$ cat src/sv/upre_pkg.sv
// shared types, constants and decode functions of the printable run extractor
package upre_pkg;

  localparam int MAX_MIN_LENGTH_DEF = 8;
  localparam int BUFFER_BYTES_DEF   = 32;
  localparam int RING_DEPTH_DEF     = 64;
  localparam int CMD_DEPTH          = 4;
  localparam int BYTE_W             = 8;
  localparam int POS_W              = 64;
  localparam int CP_W               = 21;
  localparam int ST_W               = 4;
  localparam int CLS_W              = 4;
  localparam int KIND_W             = 2;
  // widest ring pointer and byte count over the legal buffer sizes
  localparam int PTR_W              = 7;
  localparam int CNT_W              = 6;
  localparam int CFG_IDX_W          = 2;
  localparam int CFG_DATA_W         = 4;

  localparam logic [CFG_DATA_W-1:0] MIN_LENGTH_RST = 4'd4;

  typedef enum logic [CFG_IDX_W-1:0] {
    CFG_MIN_LENGTH = 2'd0,
    CFG_OFFSET_EN  = 2'd1
  } cfg_idx_e;

  typedef enum logic {
    REQ_DATA = 1'b0,
    REQ_EOS  = 1'b1
  } req_e;

  typedef enum logic [KIND_W-1:0] {
    KIND_DATA     = 2'd0,
    KIND_OFFSET   = 2'd1,
    KIND_END      = 2'd2,
    KIND_OVERFLOW = 2'd3
  } kind_e;

  localparam logic [ST_W-1:0] ST_ACCEPT = 4'd0;
  localparam logic [ST_W-1:0] ST_REJECT = 4'd1;

  // decoder transitions, row per state, column per byte class
  localparam logic [ST_W-1:0] NEXT_STATE [0:143] = '{
    4'd0, 4'd1, 4'd2, 4'd3, 4'd5, 4'd8, 4'd7, 4'd1, 4'd1, 4'd1, 4'd4, 4'd6, 4'd1, 4'd1, 4'd1, 4'd1,
    4'd1, 4'd1, 4'd1, 4'd1, 4'd1, 4'd1, 4'd1, 4'd1, 4'd1, 4'd1, 4'd1, 4'd1, 4'd1, 4'd1, 4'd1, 4'd1,
    4'd1, 4'd0, 4'd1, 4'd1, 4'd1, 4'd1, 4'd1, 4'd0, 4'd1, 4'd0, 4'd1, 4'd1, 4'd1, 4'd1, 4'd1, 4'd1,
    4'd1, 4'd2, 4'd1, 4'd1, 4'd1, 4'd1, 4'd1, 4'd2, 4'd1, 4'd2, 4'd1, 4'd1, 4'd1, 4'd1, 4'd1, 4'd1,
    4'd1, 4'd1, 4'd1, 4'd1, 4'd1, 4'd1, 4'd1, 4'd2, 4'd1, 4'd1, 4'd1, 4'd1, 4'd1, 4'd1, 4'd1, 4'd1,
    4'd1, 4'd2, 4'd1, 4'd1, 4'd1, 4'd1, 4'd1, 4'd1, 4'd1, 4'd2, 4'd1, 4'd1, 4'd1, 4'd1, 4'd1, 4'd1,
    4'd1, 4'd1, 4'd1, 4'd1, 4'd1, 4'd1, 4'd1, 4'd3, 4'd1, 4'd3, 4'd1, 4'd1, 4'd1, 4'd1, 4'd1, 4'd1,
    4'd1, 4'd3, 4'd1, 4'd1, 4'd1, 4'd1, 4'd1, 4'd3, 4'd1, 4'd3, 4'd1, 4'd1, 4'd1, 4'd1, 4'd1, 4'd1,
    4'd1, 4'd3, 4'd1, 4'd1, 4'd1, 4'd1, 4'd1, 4'd1, 4'd1, 4'd1, 4'd1, 4'd1, 4'd1, 4'd1, 4'd1, 4'd1
  };

  typedef struct packed {
    logic               pre_valid;
    kind_e              pre_kind;
    logic               off_valid;
    logic [POS_W-1:0]   offset;
    logic [CNT_W-1:0]   count;
    logic [PTR_W-1:0]   ptr;
  } cmd_t;

  typedef struct packed {
    logic             valid;
    logic [PTR_W-1:0] ptr;
  } hold_t;

  function automatic logic [CLS_W-1:0] byte_class(input logic [BYTE_W-1:0] b);
    logic [CLS_W-1:0] c;
    priority if (b < 8'h80) c = 4'd0;
    else if (b < 8'h90) c = 4'd1;
    else if (b < 8'hA0) c = 4'd9;
    else if (b < 8'hC0) c = 4'd7;
    else if (b < 8'hC2) c = 4'd8;
    else if (b < 8'hE0) c = 4'd2;
    else if (b == 8'hE0) c = 4'd10;
    else if (b == 8'hED) c = 4'd4;
    else if (b < 8'hF0) c = 4'd3;
    else if (b == 8'hF0) c = 4'd11;
    else if (b < 8'hF4) c = 4'd6;
    else if (b == 8'hF4) c = 4'd5;
    else c = 4'd8;
    return c;
  endfunction

  function automatic logic [ST_W-1:0] dfa_next(input logic [ST_W-1:0] st,
                                               input logic [CLS_W-1:0] cls);
    logic [ST_W-1:0] s;
    s = (st > 4'd8) ? ST_REJECT : st;
    return NEXT_STATE[{s, cls}];
  endfunction

  function automatic logic printable(input logic [CP_W-1:0] cp);
    logic p;
    priority if (cp == 21'h09) p = 1'b1;
    else if (cp < 21'h20) p = 1'b0;
    else if (cp >= 21'h7F && cp < 21'hA0) p = 1'b0;
    else p = 1'b1;
    return p;
  endfunction

endpackage

$ cat src/sv/upre_intf.sv
// handshake channel interfaces: configuration writes, input bytes, results
interface upre_cfg_if;
  logic                             valid;
  logic                             ready;
  logic [upre_pkg::CFG_IDX_W-1:0]   index;
  logic [upre_pkg::CFG_DATA_W-1:0]  data;
  modport source(output valid, index, data, input ready);
  modport sink(input valid, index, data, output ready);
endinterface

interface upre_req_if;
  logic                         valid;
  logic                         ready;
  logic                         req_type;
  logic [upre_pkg::BYTE_W-1:0]  data_byte;
  modport source(output valid, req_type, data_byte, input ready);
  modport sink(input valid, req_type, data_byte, output ready);
endinterface

interface upre_rsp_if;
  logic                         valid;
  logic                         ready;
  logic [upre_pkg::KIND_W-1:0]  kind;
  logic [upre_pkg::BYTE_W-1:0]  out_byte;
  logic [upre_pkg::POS_W-1:0]   run_offset;
  logic                         last;
  modport source(output valid, kind, out_byte, run_offset, last, input ready);
  modport sink(input valid, kind, out_byte, run_offset, last, output ready);
endinterface

$ cat src/sv/upre_ram.sv
// generic single write port, single read port ram with registered read
module upre_ram #(
  parameter int WIDTH = upre_pkg::BYTE_W,
  parameter int DEPTH = upre_pkg::RING_DEPTH_DEF,
  localparam int AW = $clog2(DEPTH)
) (
  input  logic             clk_i,
  input  logic             wr_en_i,
  input  logic [AW-1:0]    wr_addr_i,
  input  logic [WIDTH-1:0] wr_data_i,
  input  logic             rd_en_i,
  input  logic [AW-1:0]    rd_addr_i,
  output logic [WIDTH-1:0] rd_data_o
);

  logic [WIDTH-1:0] mem_q [DEPTH];
  logic [WIDTH-1:0] rd_data_q;

  always_ff @(posedge clk_i) begin
    if (wr_en_i) begin
      mem_q[wr_addr_i] <= wr_data_i;
    end
    if (rd_en_i) begin
      rd_data_q <= mem_q[rd_addr_i];
    end
  end

  assign rd_data_o = rd_data_q;

endmodule

$ cat src/sv/upre_cmd_fifo.sv
// short command queue between the decode front end and the emit back end
module upre_cmd_fifo (
  input  logic            clk_i,
  input  logic            rst_ni,
  input  logic            push_i,
  input  upre_pkg::cmd_t  cmd_i,
  output logic            full_o,
  input  logic            pop_i,
  output upre_pkg::cmd_t  cmd_o,
  output logic            empty_o
);

  localparam int AW = $clog2(upre_pkg::CMD_DEPTH);
  localparam int CW = $clog2(upre_pkg::CMD_DEPTH + 1);

  upre_pkg::cmd_t  mem_q [upre_pkg::CMD_DEPTH];
  logic [AW-1:0]   wr_ptr_q, wr_ptr_d;
  logic [AW-1:0]   rd_ptr_q, rd_ptr_d;
  logic [CW-1:0]   count_q, count_d;
  logic            do_push, do_pop;

  always_comb begin
    full_o   = (count_q == CW'(upre_pkg::CMD_DEPTH));
    empty_o  = (count_q == '0);
    do_push  = push_i && !full_o;
    do_pop   = pop_i && !empty_o;
    wr_ptr_d = do_push ? wr_ptr_q + AW'(1) : wr_ptr_q;
    rd_ptr_d = do_pop ? rd_ptr_q + AW'(1) : rd_ptr_q;
    count_d  = count_q + CW'(do_push) - CW'(do_pop);
    cmd_o    = mem_q[rd_ptr_q];
  end

  always_ff @(posedge clk_i or negedge rst_ni) begin
    if (!rst_ni) begin
      wr_ptr_q <= '0;
      rd_ptr_q <= '0;
      count_q  <= '0;
    end else begin
      wr_ptr_q <= wr_ptr_d;
      rd_ptr_q <= rd_ptr_d;
      count_q  <= count_d;
    end
  end

  always_ff @(posedge clk_i) begin
    if (do_push) begin
      mem_q[wr_ptr_q] <= cmd_i;
    end
  end

endmodule

$ cat src/sv/upre_front.sv
// front end: accepts bytes, decodes utf-8, tracks runs and issues emit commands
module upre_front #(
  parameter int MAX_MIN_LENGTH = upre_pkg::MAX_MIN_LENGTH_DEF,
  parameter int BUFFER_BYTES   = upre_pkg::BUFFER_BYTES_DEF,
  localparam int RAW = $clog2(BUFFER_BYTES) + 1
) (
  input  logic                              clk_i,
  input  logic                              rst_ni,
  input  logic                              valid_i,
  output logic                              ready_o,
  input  logic                              req_type_i,
  input  logic [upre_pkg::BYTE_W-1:0]       data_byte_i,
  input  logic [upre_pkg::CFG_DATA_W-1:0]   min_length_i,
  input  logic                              offset_enable_i,
  output logic                              wr_en_o,
  output logic [RAW-1:0]                    wr_addr_o,
  output logic [upre_pkg::BYTE_W-1:0]       wr_data_o,
  output logic                              push_o,
  output upre_pkg::cmd_t                    cmd_o,
  input  logic                              full_i,
  input  upre_pkg::hold_t                   hold_i
);

  localparam int LIM_CAP = (MAX_MIN_LENGTH < BUFFER_BYTES / 4) ? MAX_MIN_LENGTH
                                                               : BUFFER_BYTES / 4;
  localparam int CHW  = $clog2(LIM_CAP + 2);
  localparam int BUFW = $clog2(BUFFER_BYTES + 1);

  logic [upre_pkg::ST_W-1:0]  dfa_q, dfa_d;
  logic [upre_pkg::CP_W-1:0]  cp_q, cp_d;
  logic [BUFW-1:0]            buf_q, buf_d;
  logic [CHW-1:0]             chars_q, chars_d;
  logic                       new_q, new_d;
  logic [upre_pkg::POS_W-1:0] pos_q, pos_d;
  logic                       ovf_q, ovf_d;
  logic [RAW-1:0]             head_q, head_d;
  logic [RAW-1:0]             run_ptr_q, run_ptr_d;

  logic [CHW-1:0]             lim;
  logic                       at_limit;
  logic [RAW-1:0]             oldest;
  logic [RAW-1:0]             used;
  logic                       accept;
  logic [upre_pkg::CLS_W-1:0] cls;
  logic [upre_pkg::BYTE_W-1:0] mask;
  logic [upre_pkg::CP_W-1:0]  lead_cp;
  logic [upre_pkg::CP_W-1:0]  cp_a;
  logic [upre_pkg::ST_W-1:0]  st_a, st_b, st_f;
  logic                       reject, lead_bad, keep, wr, flush, end_hit;
  logic [BUFW-1:0]            buf_b, buf1, off_sub;
  logic [CHW-1:0]             chars_b, chars1;
  logic                       new_b;
  logic [RAW-1:0]             rp_b, head1;

  always_comb begin
    if (min_length_i == '0) begin
      lim = CHW'(1);
    end else if (min_length_i > upre_pkg::CFG_DATA_W'(LIM_CAP)) begin
      lim = CHW'(LIM_CAP);
    end else begin
      lim = CHW'(min_length_i);
    end

    at_limit = offset_enable_i && (&pos_q);
    oldest   = hold_i.valid ? hold_i.ptr[RAW-1:0] : run_ptr_q;
    used     = head_q - oldest;
    ready_o  = !full_i && (used != '1);
    accept   = valid_i && ready_o;

    // decode of the byte against the running sequence
    cls     = upre_pkg::byte_class(data_byte_i);
    mask    = 8'hFF >> cls;
    lead_cp = upre_pkg::CP_W'(data_byte_i & mask);
    cp_a    = (dfa_q == upre_pkg::ST_ACCEPT) ? lead_cp : {cp_q[14:0], data_byte_i[5:0]};
    st_a    = upre_pkg::dfa_next(dfa_q, cls);
    if (st_a == upre_pkg::ST_ACCEPT && !upre_pkg::printable(cp_a)) begin
      st_a = upre_pkg::ST_REJECT;
    end
    reject = (st_a == upre_pkg::ST_REJECT);

    // same byte taken again as a lead byte
    st_b     = upre_pkg::dfa_next(upre_pkg::ST_ACCEPT, cls);
    lead_bad = (st_b == upre_pkg::ST_REJECT) ||
               (st_b == upre_pkg::ST_ACCEPT && !upre_pkg::printable(lead_cp));
    st_f     = reject ? (lead_bad ? upre_pkg::ST_ACCEPT : st_b) : st_a;
    keep     = !(reject && lead_bad);

    buf_b   = reject ? '0 : buf_q;
    chars_b = reject ? '0 : chars_q;
    new_b   = reject ? 1'b1 : new_q;
    rp_b    = reject ? head_q : run_ptr_q;

    wr      = keep && (buf_b < BUFW'(BUFFER_BYTES));
    buf1    = buf_b + BUFW'(wr);
    head1   = head_q + RAW'(wr);
    chars1  = chars_b + CHW'(1);
    flush   = keep && (st_f == upre_pkg::ST_ACCEPT) && (chars1 >= lim);
    end_hit = reject && (chars_q >= lim);
    off_sub = buf1 - BUFW'(1);

    dfa_d     = dfa_q;
    cp_d      = cp_q;
    buf_d     = buf_q;
    chars_d   = chars_q;
    new_d     = new_q;
    pos_d     = pos_q;
    ovf_d     = ovf_q;
    head_d    = head_q;
    run_ptr_d = run_ptr_q;

    wr_en_o   = 1'b0;
    wr_addr_o = head_q;
    wr_data_o = data_byte_i;
    push_o    = 1'b0;
    cmd_o     = '0;
    cmd_o.ptr = upre_pkg::PTR_W'(head_q);

    if (accept) begin
      if (req_type_i == upre_pkg::REQ_EOS) begin
        if (!ovf_q) begin
          if (at_limit) begin
            push_o           = 1'b1;
            cmd_o.pre_valid  = 1'b1;
            cmd_o.pre_kind   = upre_pkg::KIND_OVERFLOW;
          end else if (chars_q >= lim) begin
            push_o           = 1'b1;
            cmd_o.pre_valid  = 1'b1;
            cmd_o.pre_kind   = upre_pkg::KIND_END;
          end
        end
        dfa_d     = upre_pkg::ST_ACCEPT;
        cp_d      = '0;
        buf_d     = '0;
        chars_d   = '0;
        new_d     = 1'b1;
        pos_d     = '0;
        ovf_d     = 1'b0;
        run_ptr_d = head_q;
      end else if (!ovf_q) begin
        if (at_limit) begin
          ovf_d           = 1'b1;
          push_o          = 1'b1;
          cmd_o.pre_valid = 1'b1;
          cmd_o.pre_kind  = upre_pkg::KIND_OVERFLOW;
          cmd_o.ptr       = upre_pkg::PTR_W'(run_ptr_q);
        end else begin
          pos_d   = pos_q + upre_pkg::POS_W'(1);
          dfa_d   = st_f;
          cp_d    = reject ? lead_cp : cp_a;
          wr_en_o = wr;
          head_d  = head1;
          chars_d = chars_b;
          if (keep && st_f == upre_pkg::ST_ACCEPT) begin
            chars_d = flush ? lim : chars1;
          end
          cmd_o.ptr       = upre_pkg::PTR_W'(rp_b);
          cmd_o.pre_valid = end_hit;
          cmd_o.pre_kind  = upre_pkg::KIND_END;
          push_o          = end_hit || flush;
          if (flush) begin
            buf_d           = '0;
            new_d           = 1'b0;
            run_ptr_d       = head1;
            cmd_o.count     = upre_pkg::CNT_W'(buf1);
            cmd_o.off_valid = new_b && offset_enable_i;
            cmd_o.offset    = pos_q - upre_pkg::POS_W'(off_sub);
          end else begin
            buf_d     = buf1;
            new_d     = new_b;
            run_ptr_d = rp_b;
          end
        end
      end
    end
  end

  always_ff @(posedge clk_i or negedge rst_ni) begin
    if (!rst_ni) begin
      dfa_q     <= upre_pkg::ST_ACCEPT;
      cp_q      <= '0;
      buf_q     <= '0;
      chars_q   <= '0;
      new_q     <= 1'b1;
      pos_q     <= '0;
      ovf_q     <= 1'b0;
      head_q    <= '0;
      run_ptr_q <= '0;
    end else begin
      dfa_q     <= dfa_d;
      cp_q      <= cp_d;
      buf_q     <= buf_d;
      chars_q   <= chars_d;
      new_q     <= new_d;
      pos_q     <= pos_d;
      ovf_q     <= ovf_d;
      head_q    <= head_d;
      run_ptr_q <= run_ptr_d;
    end
  end

endmodule

$ cat src/sv/upre_back.sv
// back end: works through commands, reads ring bytes and drives the result register
module upre_back #(
  parameter int BUFFER_BYTES = upre_pkg::BUFFER_BYTES_DEF,
  localparam int RAW = $clog2(BUFFER_BYTES) + 1
) (
  input  logic                          clk_i,
  input  logic                          rst_ni,
  input  logic                          empty_i,
  input  upre_pkg::cmd_t                cmd_i,
  output logic                          pop_o,
  output upre_pkg::hold_t               hold_o,
  output logic                          rd_en_o,
  output logic [RAW-1:0]                rd_addr_o,
  input  logic [upre_pkg::BYTE_W-1:0]   rd_data_i,
  output logic                          valid_o,
  input  logic                          ready_i,
  output logic [upre_pkg::KIND_W-1:0]   kind_o,
  output logic [upre_pkg::BYTE_W-1:0]   out_byte_o,
  output logic [upre_pkg::POS_W-1:0]    run_offset_o,
  output logic                          last_o
);

  localparam int BUFW = $clog2(BUFFER_BYTES + 1);

  logic                       busy_q, busy_d;
  logic                       pre_q, pre_d;
  logic                       off_q, off_d;
  logic [BUFW-1:0]            cnt_q, cnt_d;
  logic [RAW-1:0]             ptr_q, ptr_d;
  logic                       s1_valid_q, s1_valid_d;
  logic                       out_valid_q, out_valid_d;

  upre_pkg::kind_e            pre_kind_q;
  logic [upre_pkg::POS_W-1:0] offset_q;
  upre_pkg::kind_e            s1_kind_q;
  logic                       s1_last_q;
  logic [upre_pkg::POS_W-1:0] s1_offset_q;
  upre_pkg::kind_e            out_kind_q;
  logic [upre_pkg::BYTE_W-1:0] out_byte_q;
  logic [upre_pkg::POS_W-1:0] out_offset_q;
  logic                       out_last_q;

  logic                       out_load, s1_free, issue, item_last;
  upre_pkg::kind_e            item_kind;

  always_comb begin
    out_load = !out_valid_q || ready_i;
    s1_free  = !s1_valid_q || out_load;
    issue    = busy_q && s1_free;

    if (pre_q) begin
      item_kind = pre_kind_q;
      item_last = !off_q && (cnt_q == '0);
    end else if (off_q) begin
      item_kind = upre_pkg::KIND_OFFSET;
      item_last = (cnt_q == '0);
    end else begin
      item_kind = upre_pkg::KIND_DATA;
      item_last = (cnt_q == BUFW'(1));
    end

    rd_en_o   = issue && !pre_q && !off_q;
    rd_addr_o = ptr_q;
    pop_o     = !empty_i && (!busy_q || (issue && item_last));

    hold_o.valid = busy_q || !empty_i;
    hold_o.ptr   = busy_q ? upre_pkg::PTR_W'(ptr_q) : cmd_i.ptr;

    busy_d = busy_q;
    pre_d  = pre_q;
    off_d  = off_q;
    cnt_d  = cnt_q;
    ptr_d  = ptr_q;
    if (issue) begin
      if (pre_q) begin
        pre_d = 1'b0;
      end else if (off_q) begin
        off_d = 1'b0;
      end else begin
        cnt_d = cnt_q - BUFW'(1);
        ptr_d = ptr_q + RAW'(1);
      end
      if (item_last) begin
        busy_d = 1'b0;
      end
    end
    if (pop_o) begin
      busy_d = 1'b1;
      pre_d  = cmd_i.pre_valid;
      off_d  = cmd_i.off_valid;
      cnt_d  = cmd_i.count[BUFW-1:0];
      ptr_d  = cmd_i.ptr[RAW-1:0];
    end

    s1_valid_d  = s1_free ? issue : s1_valid_q;
    out_valid_d = out_load ? s1_valid_q : out_valid_q;
  end

  always_ff @(posedge clk_i or negedge rst_ni) begin
    if (!rst_ni) begin
      busy_q      <= 1'b0;
      pre_q       <= 1'b0;
      off_q       <= 1'b0;
      cnt_q       <= '0;
      ptr_q       <= '0;
      s1_valid_q  <= 1'b0;
      out_valid_q <= 1'b0;
    end else begin
      busy_q      <= busy_d;
      pre_q       <= pre_d;
      off_q       <= off_d;
      cnt_q       <= cnt_d;
      ptr_q       <= ptr_d;
      s1_valid_q  <= s1_valid_d;
      out_valid_q <= out_valid_d;
    end
  end

  always_ff @(posedge clk_i) begin
    if (pop_o) begin
      pre_kind_q <= cmd_i.pre_kind;
      offset_q   <= cmd_i.offset;
    end
    if (issue) begin
      s1_kind_q   <= item_kind;
      s1_last_q   <= item_last;
      s1_offset_q <= (item_kind == upre_pkg::KIND_OFFSET) ? offset_q : '0;
    end
    if (out_load && s1_valid_q) begin
      out_kind_q   <= s1_kind_q;
      out_byte_q   <= (s1_kind_q == upre_pkg::KIND_DATA) ? rd_data_i : '0;
      out_offset_q <= s1_offset_q;
      out_last_q   <= s1_last_q;
    end
  end

  assign valid_o      = out_valid_q;
  assign kind_o       = out_kind_q;
  assign out_byte_o   = out_byte_q;
  assign run_offset_o = out_offset_q;
  assign last_o       = out_last_q;

endmodule

$ cat src/sv/utf8_printable_run_extractor_unit.sv
// top level of the utf-8 printable run extractor
//
// Takes one byte (or end of stream) per cycle unless input is held off, and decodes it
// combinationally in the front end, which keeps the bytes of the open run in a ring of
// 2 * 2**ceil(log2(BUFFER_BYTES)) bytes and posts an emit command to a 4-entry queue
// whenever a run must be flushed, closed or an offset overflow reported. The back end
// turns each command into results at one per cycle unless the result side stalls, through
// the ring's single read port and the back end's s1 and output registers, so a command
// yields up to BUFFER_BYTES + 1 results. Input is held off only while the command queue
// is full or the ring holds bytes of the open run or not yet read by the back end up to
// its size less one. Configuration writes take effect at once and are meant to be made with the block idle.
module utf8_printable_run_extractor_unit #(
  parameter int MAX_MIN_LENGTH = upre_pkg::MAX_MIN_LENGTH_DEF,
  parameter int BUFFER_BYTES   = upre_pkg::BUFFER_BYTES_DEF
) (
  input  logic        clk_i,
  input  logic        rst_ni,
  upre_cfg_if.sink    cfg_i,
  upre_req_if.sink    req_i,
  upre_rsp_if.source  rsp_o
);

  localparam int RAW        = $clog2(BUFFER_BYTES) + 1;
  localparam int RING_DEPTH = 2 ** RAW;

  logic [upre_pkg::CFG_DATA_W-1:0] min_length_q;
  logic                            offset_enable_q;

  logic                        wr_en;
  logic [RAW-1:0]              wr_addr;
  logic [upre_pkg::BYTE_W-1:0] wr_data;
  logic                        rd_en;
  logic [RAW-1:0]              rd_addr;
  logic [upre_pkg::BYTE_W-1:0] rd_data;
  logic                        push, pop, full, empty;
  upre_pkg::cmd_t              push_cmd, head_cmd;
  upre_pkg::hold_t             hold;

  assign cfg_i.ready = 1'b1;

  always_ff @(posedge clk_i or negedge rst_ni) begin
    if (!rst_ni) begin
      min_length_q    <= upre_pkg::MIN_LENGTH_RST;
      offset_enable_q <= 1'b0;
    end else if (cfg_i.valid) begin
      if (cfg_i.index == upre_pkg::CFG_MIN_LENGTH) begin
        min_length_q <= cfg_i.data;
      end
      if (cfg_i.index == upre_pkg::CFG_OFFSET_EN) begin
        offset_enable_q <= cfg_i.data[0];
      end
    end
  end

  upre_front #(
    .MAX_MIN_LENGTH (MAX_MIN_LENGTH),
    .BUFFER_BYTES   (BUFFER_BYTES)
  ) u_front (
    .clk_i           (clk_i),
    .rst_ni          (rst_ni),
    .valid_i         (req_i.valid),
    .ready_o         (req_i.ready),
    .req_type_i      (req_i.req_type),
    .data_byte_i     (req_i.data_byte),
    .min_length_i    (min_length_q),
    .offset_enable_i (offset_enable_q),
    .wr_en_o         (wr_en),
    .wr_addr_o       (wr_addr),
    .wr_data_o       (wr_data),
    .push_o          (push),
    .cmd_o           (push_cmd),
    .full_i          (full),
    .hold_i          (hold)
  );

  upre_cmd_fifo u_cmd_fifo (
    .clk_i   (clk_i),
    .rst_ni  (rst_ni),
    .push_i  (push),
    .cmd_i   (push_cmd),
    .full_o  (full),
    .pop_i   (pop),
    .cmd_o   (head_cmd),
    .empty_o (empty)
  );

  upre_ram #(
    .WIDTH (upre_pkg::BYTE_W),
    .DEPTH (RING_DEPTH)
  ) u_ring (
    .clk_i     (clk_i),
    .wr_en_i   (wr_en),
    .wr_addr_i (wr_addr),
    .wr_data_i (wr_data),
    .rd_en_i   (rd_en),
    .rd_addr_i (rd_addr),
    .rd_data_o (rd_data)
  );

  upre_back #(
    .BUFFER_BYTES (BUFFER_BYTES)
  ) u_back (
    .clk_i        (clk_i),
    .rst_ni       (rst_ni),
    .empty_i      (empty),
    .cmd_i        (head_cmd),
    .pop_o        (pop),
    .hold_o       (hold),
    .rd_en_o      (rd_en),
    .rd_addr_o    (rd_addr),
    .rd_data_i    (rd_data),
    .valid_o      (rsp_o.valid),
    .ready_i      (rsp_o.ready),
    .kind_o       (rsp_o.kind),
    .out_byte_o   (rsp_o.out_byte),
    .run_offset_o (rsp_o.run_offset),
    .last_o       (rsp_o.last)
  );

endmodule

$ cat src/flat_wrapper.sv
// flat-port wrapper written by rule: the top's interface ports become plain ports
module utf8_printable_run_extractor_unit_flat 
#(
  parameter int MAX_MIN_LENGTH = upre_pkg::MAX_MIN_LENGTH_DEF,
  parameter int BUFFER_BYTES   = upre_pkg::BUFFER_BYTES_DEF
)
  (clk_i, rst_ni, cfg_i_valid, cfg_i_index, cfg_i_data, cfg_i_ready, req_i_valid, req_i_req_type, req_i_data_byte, req_i_ready, rsp_o_valid, rsp_o_kind, rsp_o_out_byte, rsp_o_run_offset, rsp_o_last, rsp_o_ready);
  upre_cfg_if cfg_i_i ();
  upre_req_if req_i_i ();
  upre_rsp_if rsp_o_i ();
  input  logic clk_i;
  input  logic rst_ni;
  input wire logic [$bits(cfg_i_i.valid)-1:0] cfg_i_valid;
  input wire logic [$bits(cfg_i_i.index)-1:0] cfg_i_index;
  input wire logic [$bits(cfg_i_i.data)-1:0] cfg_i_data;
  output wire logic [$bits(cfg_i_i.ready)-1:0] cfg_i_ready;
  input wire logic [$bits(req_i_i.valid)-1:0] req_i_valid;
  input wire logic [$bits(req_i_i.req_type)-1:0] req_i_req_type;
  input wire logic [$bits(req_i_i.data_byte)-1:0] req_i_data_byte;
  output wire logic [$bits(req_i_i.ready)-1:0] req_i_ready;
  output wire logic [$bits(rsp_o_i.valid)-1:0] rsp_o_valid;
  output wire logic [$bits(rsp_o_i.kind)-1:0] rsp_o_kind;
  output wire logic [$bits(rsp_o_i.out_byte)-1:0] rsp_o_out_byte;
  output wire logic [$bits(rsp_o_i.run_offset)-1:0] rsp_o_run_offset;
  output wire logic [$bits(rsp_o_i.last)-1:0] rsp_o_last;
  input wire logic [$bits(rsp_o_i.ready)-1:0] rsp_o_ready;
  assign cfg_i_i.valid = cfg_i_valid;
  assign cfg_i_i.index = cfg_i_index;
  assign cfg_i_i.data = cfg_i_data;
  assign cfg_i_ready = cfg_i_i.ready;
  assign req_i_i.valid = req_i_valid;
  assign req_i_i.req_type = req_i_req_type;
  assign req_i_i.data_byte = req_i_data_byte;
  assign req_i_ready = req_i_i.ready;
  assign rsp_o_valid = rsp_o_i.valid;
  assign rsp_o_kind = rsp_o_i.kind;
  assign rsp_o_out_byte = rsp_o_i.out_byte;
  assign rsp_o_run_offset = rsp_o_i.run_offset;
  assign rsp_o_last = rsp_o_i.last;
  assign rsp_o_i.ready = rsp_o_ready;
  utf8_printable_run_extractor_unit #(.MAX_MIN_LENGTH(MAX_MIN_LENGTH), .BUFFER_BYTES(BUFFER_BYTES)) u_core (.clk_i(clk_i), .rst_ni(rst_ni), .cfg_i(cfg_i_i), .req_i(req_i_i), .rsp_o(rsp_o_i));
endmodule
$ cat config.mk
export PLATFORM = sky130hd
export DESIGN_NAME = utf8_printable_run_extractor_unit_flat
export DESIGN_NICKNAME = d
export VERILOG_FILES = /design/src/sv/upre_pkg.sv /design/src/sv/upre_intf.sv /design/src/sv/upre_ram.sv /design/src/sv/upre_cmd_fifo.sv /design/src/sv/upre_front.sv /design/src/sv/upre_back.sv /design/src/sv/utf8_printable_run_extractor_unit.sv /design/src/flat_wrapper.sv
export SDC_FILE = /design/constraint.sdc
export NUM_CORES = 1
export LEC_CHECK = 0
export BUFFER_PORTS_ARGS = -buffer_cell sky130_fd_sc_hd__buf_4
export CORE_ASPECT_RATIO = 1.4
export CORE_MARGIN = 2
export CORE_UTILIZATION = 55
export CTS_CLUSTER_SIZE = 8
export DETAILED_ROUTE_END_ITERATION = 8
export PLACE_DENSITY_LB_ADDON = 0.3
export SYNTH_ARGS = -nofsm -noshare
export SYNTH_HDL_FRONTEND = slang
export SYNTH_HIERARCHICAL = 1
export SYNTH_SLANG_ARGS = --single-unit
$ cat constraint.sdc
create_clock -name clk_i -period 8.8 [get_ports clk_i]
set_input_delay 1.76 -clock clk_i [delete_from_list [all_inputs] [get_ports clk_i]]
set_output_delay 1.76 -clock clk_i [all_outputs]
set_load 0.005 [all_outputs]
# Word-level counts from Yosys, hierarchy flattened
# Memories as Yosys holds them, arrays and structs flattened. A register that Yosys moved wholly into a read port is not among the register bits.
# Index checks and enable logic that the tools add are counted.
# classes
muxes	111
reduce_logical	57
n_bitwise	6
n_mul	0
n_div	0
addsub	13
n_shift	1
n_lt_le_gt_ge	21
eq_ne	17
# op_table
operator	n
2-to-1 mux 64 bit	3
2-to-1 mux 81 bit	2
2-to-1 mux 71 bit	2
2-to-1 mux 6 bit	21
2-to-1 mux 4 bit	31
2-to-1 mux 78 bit	1
< comparator 8 bit (second input constant)	9
adder 64 x 1 -> 64 bit (second input constant)	1
AND reduction 64 bit	1
subtractor 64 x 6 -> 64 bit	1
2-to-1 mux 15 bit	4
2-to-1 mux 1 bit	40
equality test 8 bit (second input constant)	4
logical AND 1 bit	22
equality test 21 x 4 -> 1 bit (second input constant)	1
>= comparator 21 x 7 -> 1 bit (second input constant)	1
< comparator 21 x 6 -> 1 bit (second input constant)	1
< comparator 21 x 8 -> 1 bit (second input constant)	1
2-to-1 mux 21 bit	1
zero test 4 bit	5
>= comparator 9 bit (second input constant)	2
2-to-1 mux 3 bit	5
adder 6 x 1 -> 6 bit	2
subtractor 6 x 1 -> 6 bit (second input constant)	2
other kinds (34)	63
# word_totals
latch_bits	0
mem_bits_ro	2048
memories	4
in_bits	20
mem_bits_rw	836
regBits	344
elab_cells	260
# memory_table
memory	depth	width	read_ports	rd_ports_with_merged_regs	wr	line	rtl
(no name shown)	256	4	1	0	0	upre_pkg.sv:91	return NEXT_STATE[{s, cls}];
(no name shown)	256	4	1	0	0	upre_pkg.sv:91	
u_core.u_ring.mem_q	64	8	1	1	1	upre_ram.sv:16	logic [WIDTH-1:0] mem_q [DEPTH];
u_core.u_cmd_fifo.mem_q	4	81	1	0	1	upre_cmd_fifo.sv:16	upre_pkg::cmd_t mem_q [upre_pkg::CMD_DEPTH];

# Depth between registers and ports, before layout
# logic_depth
word_depth	37
ltp_mapped	33
mapped_depth_nobuf	27

# Modules after synthesis
# The synthesis kept the hierarchy.
# modules_own_cells
module	area_per_inst_um2	seq_area_each_um2	n_inst	cells_per_inst
upre_ram	20246.9	15615.0	1	940
upre_cmd_fifo	12159.2	9904.5	1	464
upre_front	8994.9	2678.8	1	1191
upre_back	7853.8	6671.4	1	391
utf8_printable_run_extractor_unit	220.2	126.4	1	14

# Worst setup path before layout
# OpenSTA, ideal clock, no wires.
# synth_timing
kind	input port to flip-flop
start	input req_i_data_byte[1]
end	memory u_core/u_cmd_fifo/mem_q[0][0] in the netlist's numbering, enable pin
setup_ps	449
slack_ps	-53
t_required_ps	8351
arrival_ps	8404
path_buffers	4
cell_stages	22
path_cell_list	clkbuf_1 or4_1 nor3b_1 o21bai_1 buf_2 o21ai_0 a31oi_1 o221ai_1 a211oi_1 buf_2 buf_1 nor2b_1 ha_1 ha_1 a21o_1 a21o_1 a21oi_1 nor3_1 nand2_1 nand4b_1 and2_1 and3b_1
# synth_between
elab_chain_cells	37
elab_cells_between_ends	80
cone_classes	add/sub (1); order compare (15); eq/ne (8); shift (1); mux (33); bitwise (3); reduce/logical (17); memory (2)
# synth_lines
element	line	rtl
start, declared	flat_wrapper.sv:19	input wire logic [$bits(req_i_i.data_byte)-1:0] req_i_data_byte;
parallel branches: the longest is 29 deep, another holds < comparator 8 bit	--	
logical OR 1 bit (*)	upre_front.sv:159	push_o = end_hit || flush;
2-to-1 mux 1 bit (*)	upre_front.sv:140	if (at_limit) begin
2-to-1 mux 1 bit (*)	upre_front.sv:139	end else if (!ovf_q) begin
2-to-1 mux 1 bit (*)	upre_front.sv:119	if (req_type_i == upre_pkg::REQ_EOS) begin
2-to-1 mux 1 bit (*)	upre_front.sv:118	if (accept) begin
net u_core.push	utf8_printable_run_extractor_unit.sv:35	logic push, pop, full, empty;
logical AND 1 bit (*)	upre_cmd_fifo.sv:25	do_push = push_i && !full_o;
2-to-1 mux 1 bit (*)	upre_cmd_fifo.sv:46	if (do_push) begin
2-to-1 mux 1 bit (not written as such) (*)	upre_cmd_fifo.sv:47	mem_q[wr_ptr_q] <= cmd_i;
end, declared	upre_cmd_fifo.sv:16	
# Mark *: on every way through the listed nets, which the timed path passes. The select of a mux whose other input is x is not followed.

==> flow_summary.yaml <==
status:
  status: "complete, no violations"
yosys:
  syn_area_per_cell_sq_um: 16.5
  synth_cells: 2992
  yosysWarnings: 6
  syn-cell-area_sq_um: 49300
  synthesis.nets: 3052
pwr:
  internal_power_mw: 11.5
  power_frac_seq_pct: 42.2
  p_switching_mw: 4.58
  powerDensity_nw_per_um2: 288
  switching_share_pct: 28.5
  peakVddDrop_mv: 0.222
  clock_power_share_pct: 35.9
  power_mw: 16.1
  p_leak_nw: 19.6
  p_comb_share_pct: 21.9
placed_design:
  place_area_sq_um: 51200
  placed_cells: 4146
  pre_cts_ws_ns: -0.000918
  io_buffers: 96
  place.gp.congestion: 0.860
  place_hpwl_um: 68600
sta:
  holdWs_ns: 0.417
  setup_viol: 0
  hold_viol_final: 0
  fin_crit_sh_pct: 92.5
  tightest_slew_ns: 1.22
  slew-limit-headroom_pct: 18.5
  maxSlewViolCount: 0
  period_minus_slack_ns: 8.14
  worst_slack_ns: 0.663
  max_freq_ghz: 0.123
  skew_ns: 0.0427
  rsz0062_at_grt: "no"
routing:
  vias: 27428
  routed_via_density: 6.23
  drc_errors: 0
  drt-wirelength-per-cell_um: 25.6
  drt_iter0_drc: 2829
  drt_pass1_iterations: 6
  postRouteAntennaNets: 0
  drt-total-wl_um: 113000
global_route:
  grt_overflow_total: 0
  track_usage_pct: 25.0
  antenna_found_initial: 2
  first_global_vias: 28326
  grt_pass1_wl_um: 173000
  grt_max_degree: 95
clock_tree:
  cts_tree: "done"
  cts_setup_buffers: 0
  htreeDepth: 4
  insertion_delay_ns: 0.76
  path_clk_slew_ns: 0.05
  cts_made_buffers: 166
  cts_resized: 0
  clock-sinks: 1184
  cts.path.max_buffers: 3
  root_buffer: "clkbuf_16"
  cts.hold.buffers_added: 0
cells_and_area:
  post_layout_nonfiller_instances: 4406
  drive_above_1_share_pct: 19.9
  finalInstanceArea_sq_um: 55900
  nets: 3195
  synthToLayoutAreaGrowth_pct: 13.3
hold_path:
  hold_path.class: "reg2reg"
  min-delay-start: "u_core/u_back/s1_offset_q[52]$_SDFFCE_PP0P_"
floorplan:
  die_width_um: 257
  core_sq_um: 88600
  start_util_pct: 55.7
  fp.dieH_um: 358
  io_pins: 98
  rows: 129
  die-area_sq_um: 92100
critical_path:
  worstSetupEndpointType: "flop"
  startpoint: "req_i_data_byte[2]"
  cp_max_fo: 25
  cp_slowest_cell: "nor4b_1"
  worstReg2RegStart: "u_core/u_front/dfa_q[1]$_DFFE_PN0P_"
  setup.worst_path.class: "in2reg"
  cp-start-kind: "input port"
  arrival_ns: 8.67
  critPathRequiredTime_ns: 9.33
  crit_path_max_incr_delay_ns: 0.78
flow_run:
  drv_cap: 0
==> power groups by stage <==
stage          clock network [mW]  logic, mW  registers [mW]
3_3_place_gp                    0       3.42            6.86
4_1_cts                      5.88       3.53            6.78
3_5_place_dp                    0       3.49            6.88
2_1_floorplan                   0       2.60            6.69
5_1_grt                      6.11       3.76            6.82
6_report                     5.77       3.52            6.78
==> stage by stage <==
step | utilization [%] | setup TNS, ns
3_5_place_dp | 57.8 | -0.00360
4_1_cts | 63.1 | 0
5_1_grt | 63.1 | 0
6_report | 63.1 | 0
3_3_place_gp | 57.8 | 0
2_1_floorplan | - | 0
==> cells in the final DEF, fill, tap and decap left out, drive strengths merged, types with 59 or more instances in the layout <==
master,count
clkbuf,245
mux4,206
dfrtp,134
buf,161
and2,88
o21ai,144
nor2,238
nand3,59
edfxtp,1048
nand2,150
==> critical path, delay by kind of cell <==
kind	cells	cell delay [ns]
AO/OA/AOI/OAI	11	2.18
XOR/XNOR	1	0.17
adder cells (fa/ha/maj)	3	0.70
buffers and inverters	3	0.55
AND/OR/NAND/NOR	11	3.29
==> path summary, 6_finish.rpt <==
| check | endpoint | slack (ns) | cells past startpoint |
|---|---|---|---|
| max in group asynchronous | u_core/u_front/pos_q[46]$_DFFE_PN0P_ | 6.35 | 2 |
| setup / recovery | u_core/u_cmd_fifo/mem_q[0][73]$_DFFE_PP_ | 0.66 | 29 |
| hold reg to reg | u_core/u_back/run_offset_o[52]$_DFFE_PP_ | 0.42 | 0 |
| hold / removal | u_core/u_back/run_offset_o[52]$_DFFE_PP_ | 0.42 | 0 |
| setup reg to reg | u_core/u_cmd_fifo/mem_q[0][73]$_DFFE_PP_ | 1.88 | 26 |
| min in group asynchronous | u_core/u_front/cp_q[9]$_DFFE_PN0P_ | 1.02 | 1 |
==> cell type report <==
class                      count  area [sq um]
fill                        6051         32700
timing repair buffer         161          1290
clock inverter                14           208
multi-input combinational   1580         13400
clock buffer                 245          4500
tap                         1179          1480
antenna                        1          2.50
inverter                      42           158
sequential                  1184         34900
==> registers in the layout, summed over array words and instances (netlist names), 6 cells and up <==
signal	cells
u_core/u_front/cp_q	15
u_core/u_front/run_ptr_q	6
u_core/u_back/offset_q	64
u_core/u_ring/mem_q	512
u_core/u_back/s1_offset_q	64
u_core/u_front/buf_q	6
u_core/u_cmd_fifo/mem_q	320
u_core/u_front/wr_addr_o	6
u_core/u_back/rd_addr_o	6
u_core/u_back/cnt_q	6
u_core/u_back/out_byte_o	8
u_core/u_ring/rd_data_o	8
u_core/u_back/run_offset_o	64
u_core/u_front/pos_q	64
==> layer usage <==
| metal | part of all wire [%] | vias to the layer above | track usage, % | wire length, um |
|---|---|---|---|---|
| met4 | 3.4 | 4 | 9.57 | 3880 |
| met1 | 38 | 14088 | 31.6 | 42900 |
| met5 | 0.023 | - | 0 | 26 |
| met3 | 6.2 | 217 | 4.48 | 7010 |
| li1 | - | 11923 | - | - |
| met2 | 52 | 1196 | 43.5 | 59000 |
No activity file was read; power rests on OpenSTA's default activity.
